File: config.mk
export PLATFORM = sky130hd
export DESIGN_NAME = pixel_zero_suppress_framer_unit
export DESIGN_NICKNAME = d
export VERILOG_FILES = /design/src/pzsf_pkg.sv /design/src/pzsf_front.sv /design/src/pzsf_queue.sv /design/src/pzsf_back.sv /design/src/pixel_zero_suppress_framer_unit.sv
export SDC_FILE = /design/constraint.sdc
export NUM_CORES = 1
export LEC_CHECK = 0
export BUFFER_PORTS_ARGS = -buffer_cell sky130_fd_sc_hd__buf_2
export CORE_MARGIN = 2
export CORE_UTILIZATION = 50
export DETAILED_ROUTE_END_ITERATION = 8
export PLACE_DENSITY_LB_ADDON = 0.2
export SETUP_SLACK_MARGIN = 0.1
export SLEW_MARGIN = 10
export SYNTH_ARGS = -nofsm -noshare
export SYNTH_HDL_FRONTEND = slang
export SYNTH_SLANG_ARGS = --single-unit
File: constraint.sdc
create_clock -name aclk -period 10.1 [get_ports aclk]
set_input_delay 0.505 -clock aclk [delete_from_list [all_inputs] [get_ports aclk]]
set_output_delay 0.505 -clock aclk [all_outputs]
set_load 0.02 [all_outputs]
File: src/pzsf_pkg.sv
// ----------------------------------------------------------------------------
// pzsf_pkg
// Shared constants, job record and CRC helper for the zero-suppress framer.
// ----------------------------------------------------------------------------
`timescale 1ns / 1ps
`default_nettype none

package pzsf_pkg;

    localparam int CHIP_COLUMNS = 64;
    localparam int JOB_WORDS    = 6;     // most words one input beat can cause
    localparam int QUEUE_DEPTH  = 4;
    localparam int NLIT_W       = $clog2(JOB_WORDS + 1);
    localparam int IDX_W        = $clog2(JOB_WORDS + 2);

    localparam logic [31:0] CRC_POLY      = 32'h04C1_1DB7;
    localparam logic [15:0] DATA_FLAG     = 16'h8000;
    localparam logic [9:0]  ROW_PAIR_MASK = 10'h3FE;

    // input kinds
    localparam logic [1:0] KIND_START = 2'd0;
    localparam logic [1:0] KIND_PIXEL = 2'd1;
    localparam logic [1:0] KIND_END   = 2'd2;

    // configuration register indexes
    localparam logic [1:0] REG_ZSD_TYPE   = 2'd0;
    localparam logic [1:0] REG_CHIP_TYPE  = 2'd1;
    localparam logic [1:0] REG_GHOST_TYPE = 2'd2;
    localparam logic [1:0] REG_LEGACY     = 2'd3;

    typedef logic [15:0] word_t;

    // One unit of work for the back end: literal words, then optionally the CRC.
    typedef struct packed {
        word_t [JOB_WORDS-1:0] words;
        logic  [NLIT_W-1:0]    n_lit;
        logic                  is_end;       // append the two CRC words
        logic                  crc_restart;  // a start came before this job
    } job_t;

    // CRC-32, MSB first, fed one big-endian 16-bit word
    function automatic logic [31:0] crc_word(input logic [31:0] crc_in, input word_t w);
        logic [31:0] c;
        c = crc_in ^ {w, 16'h0000};
        for (int i = 0; i < 16; i++) begin
            c = c[31] ? ((c << 1) ^ CRC_POLY) : (c << 1);
        end
        return c;
    endfunction

endpackage

`default_nettype wire

File: src/pzsf_front.sv
// ----------------------------------------------------------------------------
// pzsf_front
// Accepts beats, holds headers and row state, turns hit pixels and ends into jobs.
// ----------------------------------------------------------------------------
`timescale 1ns / 1ps
`default_nettype none

module pzsf_front (
    input  logic                aclk,
    input  logic                aresetn,
    input  logic                s_valid,
    output logic                s_ready,
    input  logic [1:0]          s_kind,
    input  logic [5:0]          s_module_id,
    input  logic [1:0]          s_chip_index,
    input  logic [15:0]         s_trigger_low,
    input  logic [15:0]         s_readout_frame_nr,
    input  logic [9:0]          s_pixel_row,
    input  logic [5:0]          s_pixel_column,
    input  logic [7:0]          s_pixel_value,
    input  logic                cfg_valid,
    output logic                cfg_ready,
    input  logic [1:0]          cfg_index,
    input  logic [4:0]          cfg_data,
    input  logic                q_full,
    output logic                job_valid,
    output pzsf_pkg::job_t      job
);

    logic [4:0]  zsd_type_reg,   zsd_type_next;
    logic [2:0]  chip_type_reg,  chip_type_next;
    logic [4:0]  ghost_type_reg, ghost_type_next;
    logic        legacy_reg,     legacy_next;

    logic [31:0] hdr_a_reg, hdr_a_next;
    logic [31:0] hdr_b_reg, hdr_b_next;
    logic [31:0] ghost_reg, ghost_next;

    logic        header_sent_reg,   header_sent_next;
    logic [9:0]  current_row_reg,   current_row_next;
    logic        row_opened_reg,    row_opened_next;
    logic [15:0] last_row_word_reg, last_row_word_next;
    logic        parity_reg,        parity_next;
    logic        clear_pending_reg, clear_pending_next;

    logic        accept;
    logic        hit;
    logic        new_row;
    logic [15:0] row_word;
    logic [15:0] data_word;
    logic [2:0]  slot;

    assign s_ready   = !q_full;
    assign cfg_ready = 1'b1;
    assign accept    = s_valid && s_ready;

    assign hit = (s_kind == pzsf_pkg::KIND_PIXEL) && (s_pixel_value != 8'd0) &&
                 ({1'b0, s_pixel_column} < 7'(pzsf_pkg::CHIP_COLUMNS));
    assign new_row   = !row_opened_reg || (s_pixel_row != current_row_reg);
    assign row_word  = {1'b0, s_pixel_row & pzsf_pkg::ROW_PAIR_MASK, 5'b00000};
    assign data_word = pzsf_pkg::DATA_FLAG |
                       {1'b0, s_pixel_row[0], s_pixel_column, s_pixel_value};

    // job record for the current beat
    always_comb begin
        job       = '0;
        job_valid = 1'b0;
        slot      = 3'd0;
        job.crc_restart = clear_pending_reg;
        if (s_kind == pzsf_pkg::KIND_PIXEL) begin
            job_valid = accept && hit;
            if (!header_sent_reg) begin
                job.words[0] = hdr_a_reg[31:16];
                job.words[1] = hdr_a_reg[15:0];
                job.words[2] = hdr_b_reg[31:16];
                job.words[3] = hdr_b_reg[15:0];
                slot = 3'd4;
            end
            if (new_row) begin
                job.words[slot] = row_word;
                slot = slot + 3'd1;
            end
            job.words[slot] = data_word;
            job.n_lit = pzsf_pkg::NLIT_W'(slot + 3'd1);
        end else if (s_kind == pzsf_pkg::KIND_END) begin
            job_valid  = accept;
            job.is_end = 1'b1;
            if (header_sent_reg) begin
                job.words[0] = last_row_word_reg;
                job.n_lit    = pzsf_pkg::NLIT_W'(parity_reg);
            end else if (legacy_reg) begin
                job.words[0] = ghost_reg[31:16];
                job.words[1] = ghost_reg[15:0];
                job.n_lit    = pzsf_pkg::NLIT_W'(2);
            end else begin
                job.words[0] = hdr_a_reg[31:16];
                job.words[1] = hdr_a_reg[15:0];
                job.words[2] = hdr_b_reg[31:16];
                job.words[3] = hdr_b_reg[15:0];
                job.n_lit    = pzsf_pkg::NLIT_W'(4);
            end
        end
    end

    // configuration writes
    always_comb begin
        zsd_type_next   = zsd_type_reg;
        chip_type_next  = chip_type_reg;
        ghost_type_next = ghost_type_reg;
        legacy_next     = legacy_reg;
        if (cfg_valid && cfg_ready) begin
            case (cfg_index)
                pzsf_pkg::REG_ZSD_TYPE:   zsd_type_next   = cfg_data;
                pzsf_pkg::REG_CHIP_TYPE:  chip_type_next  = cfg_data[2:0];
                pzsf_pkg::REG_GHOST_TYPE: ghost_type_next = cfg_data;
                pzsf_pkg::REG_LEGACY:     legacy_next     = cfg_data[0];
                default: ;
            endcase
        end
    end

    // frame state
    always_comb begin
        hdr_a_next         = hdr_a_reg;
        hdr_b_next         = hdr_b_reg;
        ghost_next         = ghost_reg;
        header_sent_next   = header_sent_reg;
        current_row_next   = current_row_reg;
        row_opened_next    = row_opened_reg;
        last_row_word_next = last_row_word_reg;
        parity_next        = parity_reg;
        clear_pending_next = clear_pending_reg;
        if (accept) begin
            case (s_kind)
                pzsf_pkg::KIND_START: begin
                    hdr_a_next = {zsd_type_reg, 1'b0, s_module_id, 1'b1, 1'b0,
                                  s_chip_index, s_trigger_low};
                    hdr_b_next = {chip_type_reg, 5'b00000, s_module_id,
                                  s_chip_index, s_readout_frame_nr};
                    ghost_next = {ghost_type_reg, 1'b0, s_module_id, 2'b00,
                                  s_chip_index, s_trigger_low};
                    header_sent_next   = 1'b0;
                    current_row_next   = '0;
                    row_opened_next    = 1'b0;
                    last_row_word_next = '0;
                    parity_next        = 1'b0;
                    clear_pending_next = 1'b1;
                end
                pzsf_pkg::KIND_PIXEL: begin
                    if (hit) begin
                        header_sent_next   = 1'b1;
                        clear_pending_next = 1'b0;
                        // headers are four words, so only the row word sways parity
                        parity_next = parity_reg ^ !new_row;
                        if (new_row) begin
                            current_row_next   = s_pixel_row;
                            row_opened_next    = 1'b1;
                            last_row_word_next = row_word;
                        end
                    end
                end
                pzsf_pkg::KIND_END: begin
                    header_sent_next   = 1'b0;
                    current_row_next   = '0;
                    row_opened_next    = 1'b0;
                    last_row_word_next = '0;
                    parity_next        = 1'b0;
                    clear_pending_next = 1'b0;
                end
                default: ;
            endcase
        end
    end

    always_ff @(posedge aclk) begin
        if (!aresetn) begin
            zsd_type_reg      <= 5'd5;
            chip_type_reg     <= 3'd5;
            ghost_type_reg    <= 5'd0;
            legacy_reg        <= 1'b0;
            hdr_a_reg         <= '0;
            hdr_b_reg         <= '0;
            ghost_reg         <= '0;
            header_sent_reg   <= 1'b0;
            current_row_reg   <= '0;
            row_opened_reg    <= 1'b0;
            last_row_word_reg <= '0;
            parity_reg        <= 1'b0;
            clear_pending_reg <= 1'b0;
        end else begin
            zsd_type_reg      <= zsd_type_next;
            chip_type_reg     <= chip_type_next;
            ghost_type_reg    <= ghost_type_next;
            legacy_reg        <= legacy_next;
            hdr_a_reg         <= hdr_a_next;
            hdr_b_reg         <= hdr_b_next;
            ghost_reg         <= ghost_next;
            header_sent_reg   <= header_sent_next;
            current_row_reg   <= current_row_next;
            row_opened_reg    <= row_opened_next;
            last_row_word_reg <= last_row_word_next;
            parity_reg        <= parity_next;
            clear_pending_reg <= clear_pending_next;
        end
    end

endmodule

`default_nettype wire

File: src/pzsf_queue.sv
// ----------------------------------------------------------------------------
// pzsf_queue
// Short job queue between the front and back ends.
// ----------------------------------------------------------------------------
`timescale 1ns / 1ps
`default_nettype none

module pzsf_queue #(
    parameter int DEPTH = pzsf_pkg::QUEUE_DEPTH
) (
    input  logic           aclk,
    input  logic           aresetn,
    input  logic           push,
    input  pzsf_pkg::job_t push_job,
    output logic           full,
    output logic           q_valid,
    output pzsf_pkg::job_t q_job,
    input  logic           pop
);

    localparam int PTR_W = (DEPTH > 1) ? $clog2(DEPTH) : 1;
    localparam int CNT_W = $clog2(DEPTH + 1);

    pzsf_pkg::job_t   store_reg [DEPTH];
    logic [PTR_W-1:0] wr_ptr_reg, wr_ptr_next;
    logic [PTR_W-1:0] rd_ptr_reg, rd_ptr_next;
    logic [CNT_W-1:0] count_reg,  count_next;
    logic             do_push, do_pop;

    assign full    = (count_reg == CNT_W'(DEPTH));
    assign q_valid = (count_reg != '0);
    assign q_job   = store_reg[rd_ptr_reg];
    assign do_push = push && !full;
    assign do_pop  = pop && q_valid;

    always_comb begin
        wr_ptr_next = wr_ptr_reg;
        rd_ptr_next = rd_ptr_reg;
        if (do_push) begin
            wr_ptr_next = (wr_ptr_reg == PTR_W'(DEPTH - 1)) ? '0 : wr_ptr_reg + 1'b1;
        end
        if (do_pop) begin
            rd_ptr_next = (rd_ptr_reg == PTR_W'(DEPTH - 1)) ? '0 : rd_ptr_reg + 1'b1;
        end
        count_next = count_reg + CNT_W'(do_push) - CNT_W'(do_pop);
    end

    always_ff @(posedge aclk) begin
        if (do_push) begin
            store_reg[wr_ptr_reg] <= push_job;
        end
    end

    always_ff @(posedge aclk) begin
        if (!aresetn) begin
            wr_ptr_reg <= '0;
            rd_ptr_reg <= '0;
            count_reg  <= '0;
        end else begin
            wr_ptr_reg <= wr_ptr_next;
            rd_ptr_reg <= rd_ptr_next;
            count_reg  <= count_next;
        end
    end

endmodule

`default_nettype wire

File: src/pzsf_back.sv
// ----------------------------------------------------------------------------
// pzsf_back
// Streams each job's words one a cycle unless stalled; running CRC, output register.
// ----------------------------------------------------------------------------
`timescale 1ns / 1ps
`default_nettype none

module pzsf_back (
    input  logic           aclk,
    input  logic           aresetn,
    input  logic           q_valid,
    input  pzsf_pkg::job_t q_job,
    output logic           q_pop,
    output logic           m_valid,
    input  logic           m_ready,
    output logic [15:0]    m_frame_word,
    output logic           m_frame_last
);

    logic [pzsf_pkg::IDX_W-1:0] idx_reg, idx_next;
    logic [31:0]                crc_reg, crc_next;
    logic                       m_valid_reg, m_valid_next;
    logic [15:0]                m_word_reg, m_word_next;
    logic                       m_last_reg, m_last_next;

    logic                       out_free;
    logic                       emit;
    logic [31:0]                crc_base;
    logic [pzsf_pkg::IDX_W-1:0] n_lit;
    logic [pzsf_pkg::IDX_W-1:0] total;
    logic                       in_lit;
    logic                       is_crc_hi;
    logic                       last_word;
    logic [15:0]                word;

    assign out_free  = !m_valid_reg || m_ready;
    assign emit      = out_free && q_valid;
    assign n_lit     = pzsf_pkg::IDX_W'(q_job.n_lit);
    assign total     = n_lit + (q_job.is_end ? pzsf_pkg::IDX_W'(2) : '0);
    assign in_lit    = idx_reg < n_lit;
    assign is_crc_hi = idx_reg == n_lit;
    assign last_word = idx_reg == total - 1'b1;
    assign q_pop     = emit && last_word;

    // a start since the previous job restarts the checksum from zero
    assign crc_base = (idx_reg == '0 && q_job.crc_restart) ? '0 : crc_reg;

    always_comb begin
        if (in_lit) begin
            word = q_job.words[idx_reg];
        end else if (is_crc_hi) begin
            word = crc_base[31:16];
        end else begin
            word = crc_base[15:0];
        end
    end

    always_comb begin
        idx_next     = idx_reg;
        crc_next     = crc_reg;
        m_valid_next = m_valid_reg;
        m_word_next  = m_word_reg;
        m_last_next  = m_last_reg;
        if (out_free) begin
            m_valid_next = q_valid;
        end
        if (emit) begin
            m_word_next = word;
            m_last_next = q_job.is_end && !in_lit && !is_crc_hi;
            idx_next    = last_word ? '0 : idx_reg + 1'b1;
            if (in_lit) begin
                crc_next = pzsf_pkg::crc_word(crc_base, word);
            end else if (is_crc_hi) begin
                crc_next = crc_base;
            end else begin
                crc_next = '0;
            end
        end
    end

    always_ff @(posedge aclk) begin
        if (!aresetn) begin
            idx_reg     <= '0;
            crc_reg     <= '0;
            m_valid_reg <= 1'b0;
        end else begin
            idx_reg     <= idx_next;
            crc_reg     <= crc_next;
            m_valid_reg <= m_valid_next;
        end
    end

    always_ff @(posedge aclk) begin
        m_word_reg <= m_word_next;
        m_last_reg <= m_last_next;
    end

    assign m_valid      = m_valid_reg;
    assign m_frame_word = m_word_reg;
    assign m_frame_last = m_last_reg;

endmodule

`default_nettype wire

File: src/pixel_zero_suppress_framer_unit.sv
// ----------------------------------------------------------------------------
// pixel_zero_suppress_framer_unit
// Zero-suppressed readout framer for one 64-column pixel chip.
// ----------------------------------------------------------------------------
//
//  channel   dir  handshake              payload
//  s_*       in   s_valid / s_ready      kind, header fields, row, column, value
//  m_*       out  m_valid / m_ready      frame_word (16 b), frame_last
//  cfg_*     in   cfg_valid / cfg_ready  cfg_index (2 b), cfg_data (5 b)
//
//  Input beats are taken one a cycle while the job queue has room; starts,
//  zero pixels and unknown kinds are taken and emit nothing.
//  The output side sends one 16-bit word a cycle while m_ready allows, so a
//  hit pixel makes one to six output words and a frame end two to six; that
//  word port sets the sustained rate. First word passes through the job
//  queue and the output register before it is offered on m_*.
//  Reset is synchronous: control state and config registers return to
//  their reset values at once, no clearing pass.
//  Either side may stall freely: the queue and output register absorb it.
//
`timescale 1ns / 1ps
`default_nettype none

module pixel_zero_suppress_framer_unit #(
    parameter int QUEUE_DEPTH = pzsf_pkg::QUEUE_DEPTH
) (
    input  logic        aclk,
    input  logic        aresetn,

    input  logic        s_valid,
    output logic        s_ready,
    input  logic [1:0]  s_kind,
    input  logic [5:0]  s_module_id,
    input  logic [1:0]  s_chip_index,
    input  logic [15:0] s_trigger_low,
    input  logic [15:0] s_readout_frame_nr,
    input  logic [9:0]  s_pixel_row,
    input  logic [5:0]  s_pixel_column,
    input  logic [7:0]  s_pixel_value,

    output logic        m_valid,
    input  logic        m_ready,
    output logic [15:0] m_frame_word,
    output logic        m_frame_last,

    input  logic        cfg_valid,
    output logic        cfg_ready,
    input  logic [1:0]  cfg_index,
    input  logic [4:0]  cfg_data
);

    // front -> queue
    logic           job_valid;
    pzsf_pkg::job_t job;
    logic           q_full;

    // queue -> back
    logic           q_valid;
    pzsf_pkg::job_t q_job;
    logic           q_pop;

    // Front end: header capture, row tracking, frame parity, job building.
    pzsf_front u_front (
        .aclk               (aclk),
        .aresetn            (aresetn),
        .s_valid            (s_valid),
        .s_ready            (s_ready),
        .s_kind             (s_kind),
        .s_module_id        (s_module_id),
        .s_chip_index       (s_chip_index),
        .s_trigger_low      (s_trigger_low),
        .s_readout_frame_nr (s_readout_frame_nr),
        .s_pixel_row        (s_pixel_row),
        .s_pixel_column     (s_pixel_column),
        .s_pixel_value      (s_pixel_value),
        .cfg_valid          (cfg_valid),
        .cfg_ready          (cfg_ready),
        .cfg_index          (cfg_index),
        .cfg_data           (cfg_data),
        .q_full             (q_full),
        .job_valid          (job_valid),
        .job                (job)
    );

    // Decoupling queue: a burst of hits does not stall the pixel stream at once.
    pzsf_queue #(
        .DEPTH (QUEUE_DEPTH)
    ) u_queue (
        .aclk     (aclk),
        .aresetn  (aresetn),
        .push     (job_valid),
        .push_job (job),
        .full     (q_full),
        .q_valid  (q_valid),
        .q_job    (q_job),
        .pop      (q_pop)
    );

    // Back end: word sequencing, CRC-32 over every literal word, output beat.
    pzsf_back u_back (
        .aclk         (aclk),
        .aresetn      (aresetn),
        .q_valid      (q_valid),
        .q_job        (q_job),
        .q_pop        (q_pop),
        .m_valid      (m_valid),
        .m_ready      (m_ready),
        .m_frame_word (m_frame_word),
        .m_frame_last (m_frame_last)
    );

endmodule

`default_nettype wire

==> results.py <==
metrics = {
    "detailed_routing": {
        "vias": 14709,
        "first_pass_iters": 5,
        "wire_per_inst_um": 25.50,
        "drt_wl_total_um": 62870,
        "route.antenna.remaining_nets": 0,
        "route.detailed.drc": 0,
        "viasPerCell": 5.965,
        "drt_iter0_drc": 1456,
    },
    "critical_path": {
        "crit_fanout": 38,
        "cp.arrival_ps": 6630,
        "cp.required_ps": 10620,
        "ff2ff_path_depth": 14,
        "crit_type": "reg -> reg",
        "cp-end-kind": "flip-flop",
        "start_kind": "flip-flop",
        "reg2reg_slack_ps": 4000,
    },
    "global_route": {
        "grt_overflow": 0,
        "grt_usage_pct": 25.64,
        "grt_pass1_wl_um": 93800,
        "grt_max_degree": 74,
        "antenna_found_initial": 2,
        "grt_pass1_vias": 14319,
    },
    "power_and_ir_drop": {
        "power_frac_seq_pct": 24.5,
        "irDropWorstVdd_mv": 0.6554,
        "switching_share_pct": 37.68,
        "pwr-share-comb_pct": 57.3,
        "p_leak_uw": 0.008961,
        "p_per_area_mw_per_mm2": 404.3,
        "switchingPower_uw": 4024,
        "clkPwrFrac_pct": 18.2,
        "internal-power_uw": 6655,
    },
    "timing": {
        "slew_headroom_pct": 15.27,
        "setup_viol": 0,
        "fin_skew_ps": 22.90,
        "rsz0062_at_grt": "no",
        "fin_tns_setup_ps": 0,
        "hold_viol_final": 0,
        "fin_crit_sh_pct": 60.43,
        "worst_slack_ps": 3997,
        "fin_crit_ps": 6103,
        "final_max_slew_viol_count": 0,
        "fmax_ghz": 0.1639,
        "worstMarginPinSlew_ps": 1270,
    },
    "die": {
        "rows": 79,
        "coreArea_mm2": 0.04675,
        "fp.dieH_um": 222.3,
        "io_pins": 98,
        "dieArea_mm2": 0.04940,
        "die_x_um": 222.3,
        "initial_core_util_pct": 50.95,
    },
    "layout": {
        "nets": 1911,
        "fin_area_mm2": 0.02642,
        "largest_reg_flops": 384,
        "final_common_cell": "edfxtp_1",
        "layout-drive-gt1-share_pct": 15.92,
        "final_util_pct": 56.50,
        "area_growth_syn_to_layout_pct": 10.91,
        "n_antenna_cell": 0,
        "final_cell_mix": "edfxtp_1 (401), nand2_1 (209), dfxtp_1 (125)",
    },
    "synthesis": {
        "synthArstFlopShare_pct": 0,
        "synth-edff-count": 401,
        "yosysUniqueCellTypes": 86,
        "synth_fp_nets": 1829,
        "synth_flop_cell": "edfxtp_1",
        "yosys_warnings": 0,
        "synth_seq_area_share_pct": 61.23,
        "syn_area_mm2": 0.02382,
        "syn_avg_cell_area_um2": 13.74,
        "ys_ff_latch": 528,
        "synth_cells": 1733,
    },
    "cts": {
        "cts_resized": 0,
        "clock_latency_ps": 600,
        "cts_sinks": 528,
        "clk_pin_slew_ps": 60,
        "cts_tree": "built",
        "clockRootBuffer": "clkbuf_16",
        "cts_buffer_depth": 3,
        "post_cts_buffers": 0,
        "cts_max_level": 2,
        "hold_buffers": 0,
        "numCtsBuffers": 53,
    },
    "placed_design": {
        "io_buffers": 96,
        "hpwl_um": 41880,
        "gp_congestion": 0.9242,
        "dp_slack_ps": 4072,
        "place_area_mm2": 0.02470,
    },
    "outcome": {
        "status": "finished, final reports clean",
    },
    "hold_path": {
        "worstHoldPathType": "in -> reg",
        "hold_depth": 3,
    },
    "job": {
        "maxCapViolations": 0,
    },
}
power by group through the flow:
stage               Sequential, µW  Combinational [µW]  Clock [µW]
floorplan                     2670                4880           0
global placement              2650                6050           0
detailed placement            2660                6030           0
CTS                           2610                6090        1970
global route                  2630                6550        2060
finish                        2610                6120        1950
through the flow:
| step | power [µW] | cells | hold WS [ps] |
|---|---|---|---|
| 2_1_floorplan | 7554 | 1733 | 431.2 |
| 6_report | 10680 | 2466 | 144.0 |
| 3_5_place_dp | 8693 | 2367 | 442.1 |
| 4_1_cts | 10670 | 2466 | 118.2 |
| 5_1_grt | 11230 | 2466 | 139.3 |
| 3_3_place_gp | 8702 | 2367 | 439.5 |
worst max-delay path: stages (launching register included):
cell,delay [ps]
dfxtp_1,310
buf_4,360
clkinv_1,920
ha_1,610
or3b_1,230
o22a_1,140
buf_4,400
nor2_1,160
or4_1,620
xor2_2,350
xor3_1,490
xnor2_4,390
xnor3_2,550
xnor3_1,350
o21ai_1,110
logic make-up (layout without fill, tap and decap cells):
kind of cell,Yosys count,count (layout),share of synthesized area (%)
flops,528,528,61.23
simple gates,458,458,8.867
compound gates,272,272,8.069
mux,177,177,10.54
xor+xnor,153,153,7.265
buf+inv,126,252,3.041
fa+ha+maj,18,18,0.9770
other cells,1,1,0.01574
synth_stat cells, types with 11 or more instances:
master    instances  share of area (%)
xnor2_1          94                3.5
o22ai_1          11               0.29
nand2_1         209                3.3
a22oi_1          42                1.3
ha_1             17               0.89
xor2_1           30                1.1
clkbuf_1         64                1.0
a22o_1           28                1.0
inv_1            27               0.43
edfxtp_1        401                 51
nand3_1          45               0.95
nor2_1           82                1.3
o21ai_0          21               0.44
mux2i_1         118                5.0
o21ai_1          11               0.23
a21oi_1          93                2.0
and2_1           58                1.5
mux4_2           54                5.1
dfxtp_1         127                 11
layer usage:
| layer | part of all wire, % | vias up | global-route usage, % |
|---|---|---|---|
| met1 | 42 | 7432 | 35.51 |
| met5 | 0 | - | 0 |
| li1 | - | 6614 | - |
| met4 | 3.3 | 0 | 8.915 |
| met3 | 7.9 | 101 | 5.395 |
| met2 | 46 | 562 | 40.37 |
final cells by class:
cell class,count,area [µm²]
flip-flops and latches,528,14590
multi-input cells,1079,8552
well taps,607,759.5
inverters,30,113.9
clock buffers,81,1524
clock inverters,18,192.7
fillers,3763,20340
repair buffers,123,683.2
path summary, 6_finish.rpt:
path                         from               endpoint
max             u_back.idx_reg[0]     u_back.crc_reg[11]
min                s_module_id[2]  u_front.hdr_a_reg[22]
max reg2reg     u_back.idx_reg[0]     u_back.crc_reg[11]
min reg2reg  u_front.hdr_b_reg[7]   u_front.hdr_b_reg[7]
(Power assumes the default switching activity.)
